==> config.mk <==
export PLATFORM = sky130hd
export DESIGN_NAME = vp9_frame_header_parser
export DESIGN_NICKNAME = d
export VERILOG_FILES = /design/src/hw/rtl/vp9fh_pkg.sv /design/src/hw/rtl/vp9fh_parse_core.sv /design/src/hw/rtl/vp9_frame_header_parser.sv
export VERILOG_INCLUDE_DIRS = /design/src /design/src/hw/rtl
export SDC_FILE = /design/constraint.sdc
export NUM_CORES = 2
export LEC_CHECK = 0
export ABC_CLOCK_PERIOD_IN_PS = 58800
export BUFFER_PORTS_ARGS = -buffer_cell sky130_fd_sc_hd__buf_2
export CAP_MARGIN = 5
export CORE_MARGIN = 5
export CORE_UTILIZATION = 30
export DETAILED_ROUTE_END_ITERATION = 8
export MAX_ROUTING_LAYER = met4
export PLACE_DENSITY = 0.56
export REMOVE_ABC_BUFFERS = 1
export SYNTH_ARGS = -nofsm -noshare
export SYNTH_HDL_FRONTEND = slang
export SYNTH_HIERARCHICAL = 1
export SYNTH_SLANG_ARGS = --single-unit
export TNS_END_PERCENT = 20
==> constraint.sdc <==
create_clock -name clk -period 58.8 [get_ports clk]
set_input_delay 2.94 -clock clk [delete_from_list [all_inputs] [get_ports clk]]
set_output_delay 2.94 -clock clk [all_outputs]
set_load 0.02 [all_outputs]
==> src/hw/rtl/vp9_frame_header_parser_assert.svh <==
// assertion macros for the vp9 frame header parser
// expects clk and rst in scope at the point of use
`ifndef VP9_FRAME_HEADER_PARSER_ASSERT_SVH
`define VP9_FRAME_HEADER_PARSER_ASSERT_SVH

// same-cycle implication
`define VP9FH_ASSERT_NOW(name, ante, cons) \
  name: assert property (@(posedge clk) disable iff (rst) (ante) |-> (cons)) \
    else $error("vp9 header parser check failed");

// next-cycle implication
`define VP9FH_ASSERT_NEXT(name, ante, cons) \
  name: assert property (@(posedge clk) disable iff (rst) (ante) |=> (cons)) \
    else $error("vp9 header parser check failed");

`endif

==> src/hw/rtl/vp9fh_pkg.sv <==
// types, constants and the per-bit parse step of the vp9 frame header parser
// no dependencies
package vp9fh_pkg;

  localparam logic [7:0] SYNC_BYTE_0 = 8'h49;
  localparam logic [7:0] SYNC_BYTE_1 = 8'h83;
  localparam logic [7:0] SYNC_BYTE_2 = 8'h42;
  localparam logic [1:0] MARKER_CODE = 2'd2;

  localparam logic [2:0] MTX_UNSPEC   = 3'd0;
  localparam logic [2:0] MTX_BT470BG  = 3'd1;
  localparam logic [2:0] MTX_IDENTITY = 3'd6;

  localparam logic [3:0] DEPTH_8  = 4'd8;
  localparam logic [3:0] DEPTH_10 = 4'd10;
  localparam logic [3:0] DEPTH_12 = 4'd12;

  typedef struct packed {
    logic [7:0] frame_byte;
    logic       last_byte;
  } frame_beat_t;

  typedef struct packed {
    logic        header_valid;
    logic [1:0]  profile;
    logic [3:0]  sample_depth;
    logic        is_key;
    logic        sub_x;
    logic        sub_y;
    logic [2:0]  matrix_kind;
    logic        full_range;
    logic [16:0] frame_width;
    logic [16:0] frame_height;
  } header_beat_t;

  typedef enum logic [20:0] {
    PH_MARKER      = 21'h000001,
    PH_PROF_LO     = 21'h000002,
    PH_PROF_HI     = 21'h000004,
    PH_RESERVED    = 21'h000008,
    PH_SHOW_EXIST  = 21'h000010,
    PH_FRAME_TYPE  = 21'h000020,
    PH_SHOW        = 21'h000040,
    PH_ERR_RES     = 21'h000080,
    PH_INTRA_ONLY  = 21'h000100,
    PH_RESET_CTX   = 21'h000200,
    PH_SYNC        = 21'h000400,
    PH_TWELVE      = 21'h000800,
    PH_MATRIX      = 21'h001000,
    PH_RANGE       = 21'h002000,
    PH_SUBX        = 21'h004000,
    PH_SUBY        = 21'h008000,
    PH_CC_RESERVED = 21'h010000,
    PH_REFRESH     = 21'h020000,
    PH_WIDTH       = 21'h040000,
    PH_HEIGHT      = 21'h080000,
    PH_DONE        = 21'h100000
  } phase_t;

  typedef struct packed {
    logic [3:0] depth;
    logic [2:0] matrix;
    logic       range;
    logic       sx;
    logic       sy;
  } colour_t;

  typedef struct packed {
    phase_t      phase;
    logic [4:0]  cnt;
    logic [15:0] acc;
    logic [1:0]  profile;
    logic        key;
    logic        show;
    logic        err;
    colour_t     colour;
    logic [15:0] width;
    logic [15:0] height;
    logic        reject;
  } parse_state_t;

  localparam parse_state_t PARSE_RESET = '{
    phase: PH_MARKER, cnt: 5'd0, acc: 16'd0, profile: 2'd0, key: 1'b0, show: 1'b0,
    err: 1'b0, colour: '0, width: 16'd0, height: 16'd0, reject: 1'b0
  };

  function automatic logic [7:0] sync_byte(input logic [1:0] idx);
    case (idx)
      2'd0:    return SYNC_BYTE_0;
      2'd1:    return SYNC_BYTE_1;
      2'd2:    return SYNC_BYTE_2;
      default: return 8'h00;
    endcase
  endfunction

  // reserved code 6 folds to unspecified, code 7 is identity
  function automatic logic [2:0] matrix_map(input logic [2:0] code);
    case (code)
      3'd6:    return MTX_UNSPEC;
      3'd7:    return MTX_IDENTITY;
      default: return code;
    endcase
  endfunction

  function automatic colour_t make_colour(input logic [3:0] depth, input logic [2:0] matrix,
                                         input logic range, input logic sx, input logic sy);
    colour_t c;
    c.depth  = depth;
    c.matrix = matrix;
    c.range  = range;
    c.sx     = sx;
    c.sy     = sy;
    return c;
  endfunction

  // one header bit through the parser
  function automatic parse_state_t parse_bit(input parse_state_t s, input logic b);
    parse_state_t n;
    logic [15:0]  acc_n;
    logic [7:0]   acc8;
    logic [4:0]   cnt_n;
    logic         odd;
    logic [2:0]   m;
    n     = s;
    acc_n = {s.acc[14:0], b};
    acc8  = {s.acc[6:0], b};
    cnt_n = s.cnt + 5'd1;
    odd   = s.profile[0];
    m     = matrix_map(acc_n[2:0]);
    case (s.phase)
      PH_MARKER: begin
        n.acc = acc_n;
        n.cnt = cnt_n;
        if (cnt_n >= 5'd2) begin
          if (acc_n != {14'd0, MARKER_CODE}) n.reject = 1'b1;
          n.acc   = 16'd0;
          n.cnt   = 5'd0;
          n.phase = PH_PROF_LO;
        end
      end
      PH_PROF_LO: begin
        n.profile[0] = b;
        n.phase      = PH_PROF_HI;
      end
      PH_PROF_HI: begin
        n.profile[1] = b;
        n.phase      = (s.profile[0] && b) ? PH_RESERVED : PH_SHOW_EXIST;
      end
      PH_RESERVED: begin
        if (b) n.reject = 1'b1;
        n.phase = PH_SHOW_EXIST;
      end
      PH_SHOW_EXIST: begin
        if (b) n.reject = 1'b1;
        n.phase = PH_FRAME_TYPE;
      end
      PH_FRAME_TYPE: begin
        if (!b) n.key = 1'b1;
        n.phase = PH_SHOW;
      end
      PH_SHOW: begin
        if (b) n.show = 1'b1;
        n.phase = PH_ERR_RES;
      end
      PH_ERR_RES: begin
        if (b) n.err = 1'b1;
        if (s.key) begin
          n.phase = PH_SYNC;
        end else begin
          if (s.show) n.reject = 1'b1;
          n.phase = PH_INTRA_ONLY;
        end
      end
      PH_INTRA_ONLY: begin
        if (!b) n.reject = 1'b1;
        n.phase = s.err ? PH_SYNC : PH_RESET_CTX;
      end
      PH_RESET_CTX: begin
        n.acc = acc_n;
        n.cnt = cnt_n;
        if (cnt_n >= 5'd2) begin
          n.acc   = 16'd0;
          n.cnt   = 5'd0;
          n.phase = PH_SYNC;
        end
      end
      PH_SYNC: begin
        n.acc = {8'd0, acc8};
        n.cnt = cnt_n;
        // check each sync byte as it completes
        if (cnt_n[2:0] == 3'd0) begin
          if (acc8 != sync_byte(cnt_n[4:3] - 2'd1)) n.reject = 1'b1;
          n.acc = 16'd0;
        end
        if (cnt_n >= 5'd24) begin
          n.cnt = 5'd0;
          if (s.key || s.profile != 2'd0) begin
            n.colour = make_colour(DEPTH_8, MTX_UNSPEC, 1'b0, 1'b0, 1'b0);
            n.phase  = s.profile[1] ? PH_TWELVE : PH_MATRIX;
          end else begin
            // intra-only profile 0 has an implied color config
            n.colour = make_colour(DEPTH_8, MTX_BT470BG, 1'b0, 1'b1, 1'b1);
            n.phase  = PH_REFRESH;
          end
        end
      end
      PH_TWELVE: begin
        n.colour = make_colour(b ? DEPTH_12 : DEPTH_10, MTX_UNSPEC, 1'b0, 1'b0, 1'b0);
        n.phase  = PH_MATRIX;
      end
      PH_MATRIX: begin
        n.acc = acc_n;
        n.cnt = cnt_n;
        if (cnt_n >= 5'd3) begin
          n.acc = 16'd0;
          n.cnt = 5'd0;
          if (m == MTX_IDENTITY) begin
            n.colour = make_colour(s.colour.depth, MTX_IDENTITY, 1'b1, 1'b0, 1'b0);
            if (odd) n.phase = PH_CC_RESERVED;
            else     n.phase = s.key ? PH_WIDTH : PH_REFRESH;
          end else begin
            n.colour = make_colour(s.colour.depth, m, 1'b0, 1'b0, 1'b0);
            n.phase  = PH_RANGE;
          end
        end
      end
      PH_RANGE: begin
        n.colour.range = b;
        if (odd) begin
          n.phase = PH_SUBX;
        end else begin
          n.colour.sx = 1'b1;
          n.colour.sy = 1'b1;
          n.phase     = s.key ? PH_WIDTH : PH_REFRESH;
        end
      end
      PH_SUBX: begin
        n.colour.sx = b;
        n.phase     = PH_SUBY;
      end
      PH_SUBY: begin
        n.colour.sy = b;
        n.phase     = PH_CC_RESERVED;
      end
      PH_CC_RESERVED: begin
        n.phase = s.key ? PH_WIDTH : PH_REFRESH;
      end
      PH_REFRESH: begin
        n.acc = acc_n;
        n.cnt = cnt_n;
        if (cnt_n >= 5'd8) begin
          n.acc   = 16'd0;
          n.cnt   = 5'd0;
          n.phase = PH_WIDTH;
        end
      end
      PH_WIDTH: begin
        n.acc = acc_n;
        n.cnt = cnt_n;
        if (cnt_n >= 5'd16) begin
          n.width = acc_n;
          n.acc   = 16'd0;
          n.cnt   = 5'd0;
          n.phase = PH_HEIGHT;
        end
      end
      PH_HEIGHT: begin
        n.acc = acc_n;
        n.cnt = cnt_n;
        if (cnt_n >= 5'd16) begin
          n.height = acc_n;
          n.acc    = 16'd0;
          n.cnt    = 5'd0;
          n.phase  = PH_DONE;
        end
      end
      default: begin
        n = s;
      end
    endcase
    return n;
  endfunction

endpackage

==> src/hw/rtl/vp9fh_parse_core.sv <==
// parse state register and the eight-bit parse step for one byte
// depends on vp9fh_pkg
module vp9fh_parse_core (
  input  logic                   clk,
  input  logic                   rst,
  input  logic                   step,
  input  vp9fh_pkg::frame_beat_t beat,
  output vp9fh_pkg::header_beat_t result
);
  import vp9fh_pkg::*;

  parse_state_t st;
  parse_state_t st_next;
  parse_state_t walk;
  logic         ok;

  // bits go msb first; parsing stops once rejected or done
  always_comb begin
    walk = st;
    for (int i = 7; i >= 0; i--) begin
      if (!walk.reject && walk.phase != PH_DONE) begin
        walk = parse_bit(walk, beat.frame_byte[3'(i)]);
      end
    end
  end

  assign ok = !walk.reject && walk.phase == PH_DONE;

  always_comb begin
    result = '0;
    if (ok) begin
      result.header_valid = 1'b1;
      result.profile      = walk.profile;
      result.sample_depth = walk.colour.depth;
      result.is_key       = walk.key;
      result.sub_x        = walk.colour.sx;
      result.sub_y        = walk.colour.sy;
      result.matrix_kind  = walk.colour.matrix;
      result.full_range   = walk.colour.range;
      result.frame_width  = {1'b0, walk.width} + 17'd1;
      result.frame_height = {1'b0, walk.height} + 17'd1;
    end
  end

  // the last byte of a frame sends the parser back to its start
  assign st_next = beat.last_byte ? PARSE_RESET : walk;

  always_ff @(posedge clk) begin
    if (rst) begin
      st <= PARSE_RESET;
    end else if (step) begin
      st <= st_next;
    end
  end

endmodule

==> src/hw/rtl/vp9_frame_header_parser.sv <==
// vp9 uncompressed frame header parser, top level
// depends on vp9fh_pkg, vp9fh_parse_core and vp9_frame_header_parser_assert.svh
//
//  channel | direction | payload        | beat
//  frame   | in        | frame_beat_t   | one coded byte, last-byte mark
//  hdr     | out       | header_beat_t  | one header result per frame
//
// one byte per cycle while no last byte is held by a stalled result: the byte register
// feeds the eight-bit parse step, whose state updates in the same cycle; hdr_valid and
// the result are registered as a frame's last byte leaves the byte register.
// the parse step is the longest path.
// rst (synchronous) empties both registers and returns the parser to the marker.
// a stalled result holds only a last byte in the byte register; other bytes flow.
module vp9_frame_header_parser (
  input  logic                    clk,
  input  logic                    rst,
  input  logic                    frame_valid,
  output logic                    frame_stall,
  input  vp9fh_pkg::frame_beat_t  frame_data,
  output logic                    hdr_valid,
  input  logic                    hdr_stall,
  output vp9fh_pkg::header_beat_t hdr_data
);
  import vp9fh_pkg::*;

  `include "vp9_frame_header_parser_assert.svh"

  logic         in_full;
  frame_beat_t  in_beat;
  logic         advance;
  logic         load;
  header_beat_t core_result;

  // a last byte needs room in the result register
  assign advance     = in_full && (!in_beat.last_byte || !hdr_valid || !hdr_stall);
  assign load        = advance && in_beat.last_byte;
  assign frame_stall = in_full && !advance;

  always_ff @(posedge clk) begin
    if (rst) begin
      in_full <= 1'b0;
    end else begin
      in_full <= frame_stall ? 1'b1 : frame_valid;
    end
  end

  always_ff @(posedge clk) begin
    if (frame_valid && !frame_stall) begin
      in_beat <= frame_data;
    end
  end

  vp9fh_parse_core u_core (
    .clk    (clk),
    .rst    (rst),
    .step   (advance),
    .beat   (in_beat),
    .result (core_result)
  );

  always_ff @(posedge clk) begin
    if (rst) begin
      hdr_valid <= 1'b0;
    end else if (load) begin
      hdr_valid <= 1'b1;
    end else if (!hdr_stall) begin
      hdr_valid <= 1'b0;
    end
  end

  always_ff @(posedge clk) begin
    if (load) begin
      hdr_data <= core_result;
    end
  end

  `VP9FH_ASSERT_NEXT(a_load_shows, load, hdr_valid)
  `VP9FH_ASSERT_NOW(a_stall_only_last, frame_stall, in_beat.last_byte && hdr_valid && hdr_stall)
  `VP9FH_ASSERT_NOW(a_reject_zero, hdr_valid && !hdr_data.header_valid,
                    hdr_data.frame_width == 17'd0 && hdr_data.sample_depth == 4'd0)
  `VP9FH_ASSERT_NOW(a_depth_legal, hdr_valid && hdr_data.header_valid,
                    hdr_data.sample_depth == DEPTH_8 || hdr_data.sample_depth == DEPTH_10 ||
                    hdr_data.sample_depth == DEPTH_12)

endmodule

Word-level counts from Yosys, hierarchy flattened --
Index checks and enable logic that the tools add are counted. W data, S select, Z words.
Word-level totals: bits in registers 145, bits of input ports 13, output and inout bits 50, word-level logic and storage cells 807
Cells by class: add/sub/neg operators 18, $lt $le $gt $ge 40, equality and inequality tests 226, muxes and demuxes 421, reduce and logical (&&, ||, !) cells 73
Operators with widths (number):
- $mux W42 | 48
- $pmux W21 S20 | 4
- $pmux W21 S19 | 4
- $pmux W21 S7 | 8
- $mux W90 | 9
- $mux W21 | 32
- $mux W16 | 32
- $mux W8 | 32
- $mux W26 | 8
- $pmux W8 S3 | 8
- $mux W11 | 16
- $eq A21 B1 Y1 const B | 8
- $eq A21 B10 Y1 const B | 8
- $eq A21 B11 Y1 const B | 8
- $eq A21 B12 Y1 const B | 8
- $eq A21 B13 Y1 const B | 8
- $eq A21 B14 Y1 const B | 8
- $eq A21 B15 Y1 const B | 8
- $eq A21 B16 Y1 const B | 8
- $eq A21 B17 Y1 const B | 8
- $eq A21 B18 Y1 const B | 8
- $eq A21 B19 Y1 const B | 8
- $eq A21 B2 Y1 const B | 8
- $eq A21 B20 Y1 const B | 8
- 43 further kinds | 473

Depth between registers and ports, before layout --
depth in word-level cells 99, gate-level depth with buffers 114, mapped depth without buffers 111

Cells and area by module --
Netlist, hierarchy kept.
Modules (own cells, without submodules):
- vp9fh_parse_core | times used 1, cells each 3937, area each 25703.4 um2, sequential area each 1781.7 um2
- vp9_frame_header_parser | times used 1, cells each 70, area each 1804.2 um2, sequential area each 1751.7 um2

Least setup slack after synthesis --
Ideal clock, no wire load.
path kind register to register, start point reg u_core/st[64] in the netlist's numbering, end point reg hdr_data[31] in the netlist's numbering, data pin, library setup time 280 ps, arrival time 22490 ps, data required time 58520 ps, setup slack 36030 ps, stages on the path, launching flop included 108, buffers on the path 5, clock period less this slack 22770 ps, cell sequence dfxtp_1 > ha_1 > nand3_1 > xnor2_1 > inv_2 > ha_1 > inv_1 > o21ai_0 > a41oi_1 > o21a_1 > o31ai_1 > o21a_1 > inv_2 > ha_1 > nand3_1 > o22ai_1 > xor2_2 > inv_2 > [... 72 more ...] > nand2_1 > ha_1 > and4_1 > or2_2 > inv_1 > ha_1 > nand3_1 > o21a_1 > nor4_4 > buf_2 > buf_2 > nor2_1 > a21oi_1 > ha_1 > nand4_1 > nor3_1 > xor2_1 > nor4_2
Between the ends: word-level cells in the longest chain between the ends 64, elaborated cells on any way between the ends 590, those cells by class 17 x add/sub; 40 x order compare; 200 x eq/ne; 278 x mux; 55 x reduce/logical
RTL lines:
- from (decl) | RTL line vp9fh_parse_core.sv:12 | parse_state_t st;
- from (signal assigned) | RTL line vp9fh_parse_core.sv:52 | st <= st_next;
- $add A5 B1 Y5 | RTL line vp9fh_pkg.sv:127 | cnt_n = s.cnt + 5'd1;
- $sub A2 B1 Y2 (tied with other cells) | RTL line vp9fh_pkg.sv:192 | if (acc8 != sync_byte(cnt_n[4:3] - 2'd1)) n.reject = 1'b1;
- $eq A2 B2 Y1 (tied with other cells) | RTL line vp9fh_pkg.sv:88 | case (idx)
- $pmux W8 S3 or $pmux W21 S7 (tied branches) | RTL line vp9fh_pkg.sv:88, vp9fh_pkg.sv:130
- $mux W8 or $mux W90 (tied branches) | RTL line vp9fh_pkg.sv:191, vp9fh_parse_core.sv:21
- $mux W8 or $add A5 B1 Y5 (tied branches) | RTL line vp9fh_pkg.sv:130, vp9fh_pkg.sv:127
- $mux W8 or $sub A2 B1 Y2 (tied branches) | RTL line vp9fh_parse_core.sv:21, vp9fh_pkg.sv:192
- $ne A8 B8 Y1 (tied with other cells) | RTL line vp9fh_pkg.sv:192
- [... 48 more ...]
- $mux W8 | RTL line vp9fh_parse_core.sv:21 | if (!walk.reject && walk.phase != PH_DONE) begin
- $ne A8 B8 Y1 | RTL line vp9fh_pkg.sv:192
- $mux W1 | RTL line vp9fh_pkg.sv:192
- $mux W1 | RTL line vp9fh_pkg.sv:191 | if (cnt_n[2:0] == 3'd0) begin
- $pmux W1 S5 | RTL line vp9fh_pkg.sv:130 | case (s.phase)
- $mux W90 * | RTL line vp9fh_parse_core.sv:21
- $logic_not A1 Y1 | RTL line vp9fh_parse_core.sv:27 | assign ok = !walk.reject && walk.phase == PH_DONE;
- $logic_and A1 B1 Y1 | RTL line vp9fh_parse_core.sv:27
- to (signal assigned) | RTL line vp9_frame_header_parser.sv:73 | hdr_data <= core_result;
- to (decl) | RTL line vp9_frame_header_parser.sv:22 | output vp9fh_pkg::header_beat_t hdr_data
Every way passes the cells marked *. The select of a mux whose other input is x is not followed. A chain may end at the register's enable or synchronous reset.

Worst setup path in the final report --
start point reg u_core/st[88] in the netlist's numbering, end point reg hdr_data[16] in the netlist's numbering, data pin
Between the ends: word-level cells in the longest chain between the ends 62, elaborated cells on any way between the ends 600, those cells by class 15 x add/sub; 35 x order compare; 218 x eq/ne; 275 x mux; 57 x reduce/logical
RTL lines (RTL line):
- $eq A21 B20 Y1 (tied with other cells) | vp9fh_pkg.sv:130
- $pmux W21 S7 or $logic_and A1 B1 Y1 (tied branches) | vp9fh_pkg.sv:130, vp9fh_parse_core.sv:21
- $mux W90 * | vp9fh_parse_core.sv:21
- $add A5 B1 Y5 | vp9fh_pkg.sv:127
- $sub A2 B1 Y2 | vp9fh_pkg.sv:192
- $eq A2 B2 Y1 (tied with other cells) | vp9fh_pkg.sv:88
- $pmux W8 S3 | vp9fh_pkg.sv:88
- $mux W8 | vp9fh_pkg.sv:191
- [... 46 more ...]
- $mux W8 | vp9fh_parse_core.sv:21
- $ne A8 B8 Y1 | vp9fh_pkg.sv:192
- $mux W1 | vp9fh_pkg.sv:192
- $mux W1 | vp9fh_pkg.sv:191
- $pmux W1 S5 | vp9fh_pkg.sv:130
- $mux W90 * | vp9fh_parse_core.sv:21
- $logic_not A1 Y1 | vp9fh_parse_core.sv:27
- $logic_and A1 B1 Y1 | vp9fh_parse_core.sv:27
Marked as above.

==> results.md <==
* Worst Hold Class: reg2reg
* Synthesis-to-layout area growth at 8.11%
* HPWL after DPL at 122,000 um
* Post-Place Worst Slack at 29.18 ns
* Mapped cell area at 27,400 um^2
* Final wirelength at 153,000 um
* Int Pwr at 0.000737 W
* Post-cts hold buffer count at 0
* Count of warnings emitted by yosys at 6
* Unrepaired setup endpoints after global routing: false
* Core Box Area at 90,300 um^2
* CP max stage delay at 0.91 ns
* Share of layout cells above drive strength 1 at 10.9%
* Worst slew pin tran at 1.25 ns
* Routed len/inst at 29.8 um
* Minimum clock period at 30.86 ns
* Num CTS Buffers at 17
* Most frequent CP cell: ha_1
* FP Rows at 110
* Setup bufs post-CTS at 0
* Setup crit end kind: flop
* Slew Limit Fails at 0
* Worst path arrival time at 31.13 ns
* Global route overflow at 0
* Critical Path Start: u_core/st[88]
* Post-cts sizing count at 0
* TritonRoute pass-1 iters at 6
* Initial core utilization at 30.3%
* WS Path Type: reg2reg
* Die width at 312 um
* Final hold vios at 0
* Antenna violations before repair at 1
* Critical path's slowest cell: o311ai_0
* DIE AREA at 97,400 um^2
* Fillers at 9,966
* Ant diodes at 0
* Final worst-path cycle share at 52.5%
* Syn avg cell area at 6.84 um^2
* Largest net degree at the start of global routing at 57
* Clock power frac at 5.2%
* Ports at 63
* Finished Core Util at 32.8%
* IO Port Bufs at 58
* CTS tree: done
* Worst slew margin at 15.8%
* Clock Pin Slew Worst Setup and Hold Paths at 0.07 ns
* Leakage power at 10.7 nW
* Vias in the first global route at 31,086
* Root Buffer: clkbuf_16
* Nets@finish at 4,049
* Crit path max fanout at 19
* Routed vias/inst at 6.77
* Clock Sinks at 144
* Die Y at 312 um
* Switch Pwr at 0.00143 W
* Via count at 34,773
* Startpoint Class: flop
* First-pass GRT wire length at 219,000 um
* Htree depth at 4
* Max Clock Freq at 32.4 MHz
* Status: finished, final reports clean
* Detailed Route Iter0 Violations at 5,368
* Bufs on Longest Clock Path at 2
* Worst hold start: u_core/st[39]
* Reg power frac at 5.2%
* Switching Fraction at 66.1%
* Maximum vdd drop at 0.0707 mV
* DR DRC count at 0
* Final setup viols at 0
* ANT nets after route at 0
* Worst Path Required at 59.07 ns
* R2r startpoint: u_core/st[88]
* Final Skew at 0.0178 ns
* Gate Count Post-Synth at 4,003
* Worst-skew pair later-pin latency at 0.47 ns
* PD cells at 73.3 nW/um^2
* Placer Congestion at 1.03
* Final setup margin at 27.94 ns
* Setup TNS at 0 ns
* Max cap viols at 0
* Comb pwr share at 89.5%
* GRT Util Overall at 30.3%
-- worst max-delay path: cells and delay by family (launching register included) --
family | cells | cell delay [ns]
mux | 1 | 0.66
flops | 1 | 0.49
simple gates | 34 | 8.44
compound gates | 33 | 12.01
buf+inv | 14 | 2.53
fa+ha+maj | 14 | 4.50
xor+xnor | 4 | 1.93
-- per-layer routing --
metal,vias up,part of all wire (%),GRT usage [%]
met1,16751,42,41.1
met3,393,11,6.28
met4,0,5.6,13.2
met2,2241,41,43.6
met5,-,0,-
li1,15388,-,-
-- area by class of cell --
type,count,area [um^2],share of cell area (%)
multi-input combinational,3522,22700,76.6
sequential,144,3410,11.5
tap,1176,1470,4.97
timing repair buffer,165,1100,3.70
clock buffer,19,433,1.46
inverter,97,364,1.23
clock inverter,13,153,0.516
-- power groups by stage --
| stage | sequential (W) | clock (W) | combinational (W) |
|---|---|---|---|
| final | 0.000113 | 0.000114 | 0.00194 |
| after global routing | 0.000113 | 0.000120 | 0.00205 |
| after CTS | 0.000112 | 0.000116 | 0.00187 |
| after detailed placement | 0.000115 | 0 | 0.00187 |
| after global placement | 0.000115 | 0 | 0.00187 |
| after floorplan | 0.000114 | 0 | 0.00125 |
-- layout by cell type (no fill, tap or decap), drive strengths merged, types with 59 or more instances in the layout --
master,instances
a211oi,69
and3,69
nand3,189
o21ai,206
mux2i,69
a31oi,70
nor4,131
nor2,422
nand2,484
ha,89
buf,165
nor3,147
o22ai,69
a22oi,59
a21oi,313
dfxtp,91
inv,101
nand4,85
and2,69
-- flip-flops by register name, summed over array words and instances (netlist names) --
| register | count |
|---|---|
| hdr_valid | 1 |
| u_core/st | 89 |
| in_beat | 5 |
| hdr_data | 48 |
| in_full | 1 |
-- path summary, 6_finish.rpt --
path	slack [ns]	depth (start not counted)	end
max	27.94	100	hdr_data[16]
min	0.45	2	u_core/st[39]
max reg2reg	27.94	100	hdr_data[16]
min reg2reg	0.45	2	u_core/st[39]
-- per-stage QoR --
step	area, um^2	std cells	hold slack (ns)	power [W]
floorplan	26400	3763	0.422	0.00136
global placement	29000	5104	0.436	0.00198
detailed placement	29000	5104	0.444	0.00198
CTS	29600	5136	0.452	0.00210
global route	29600	5136	0.483	0.00228
finish	29600	5136	0.454	0.00217
No activity file was read; power rests on OpenSTA's default activity.
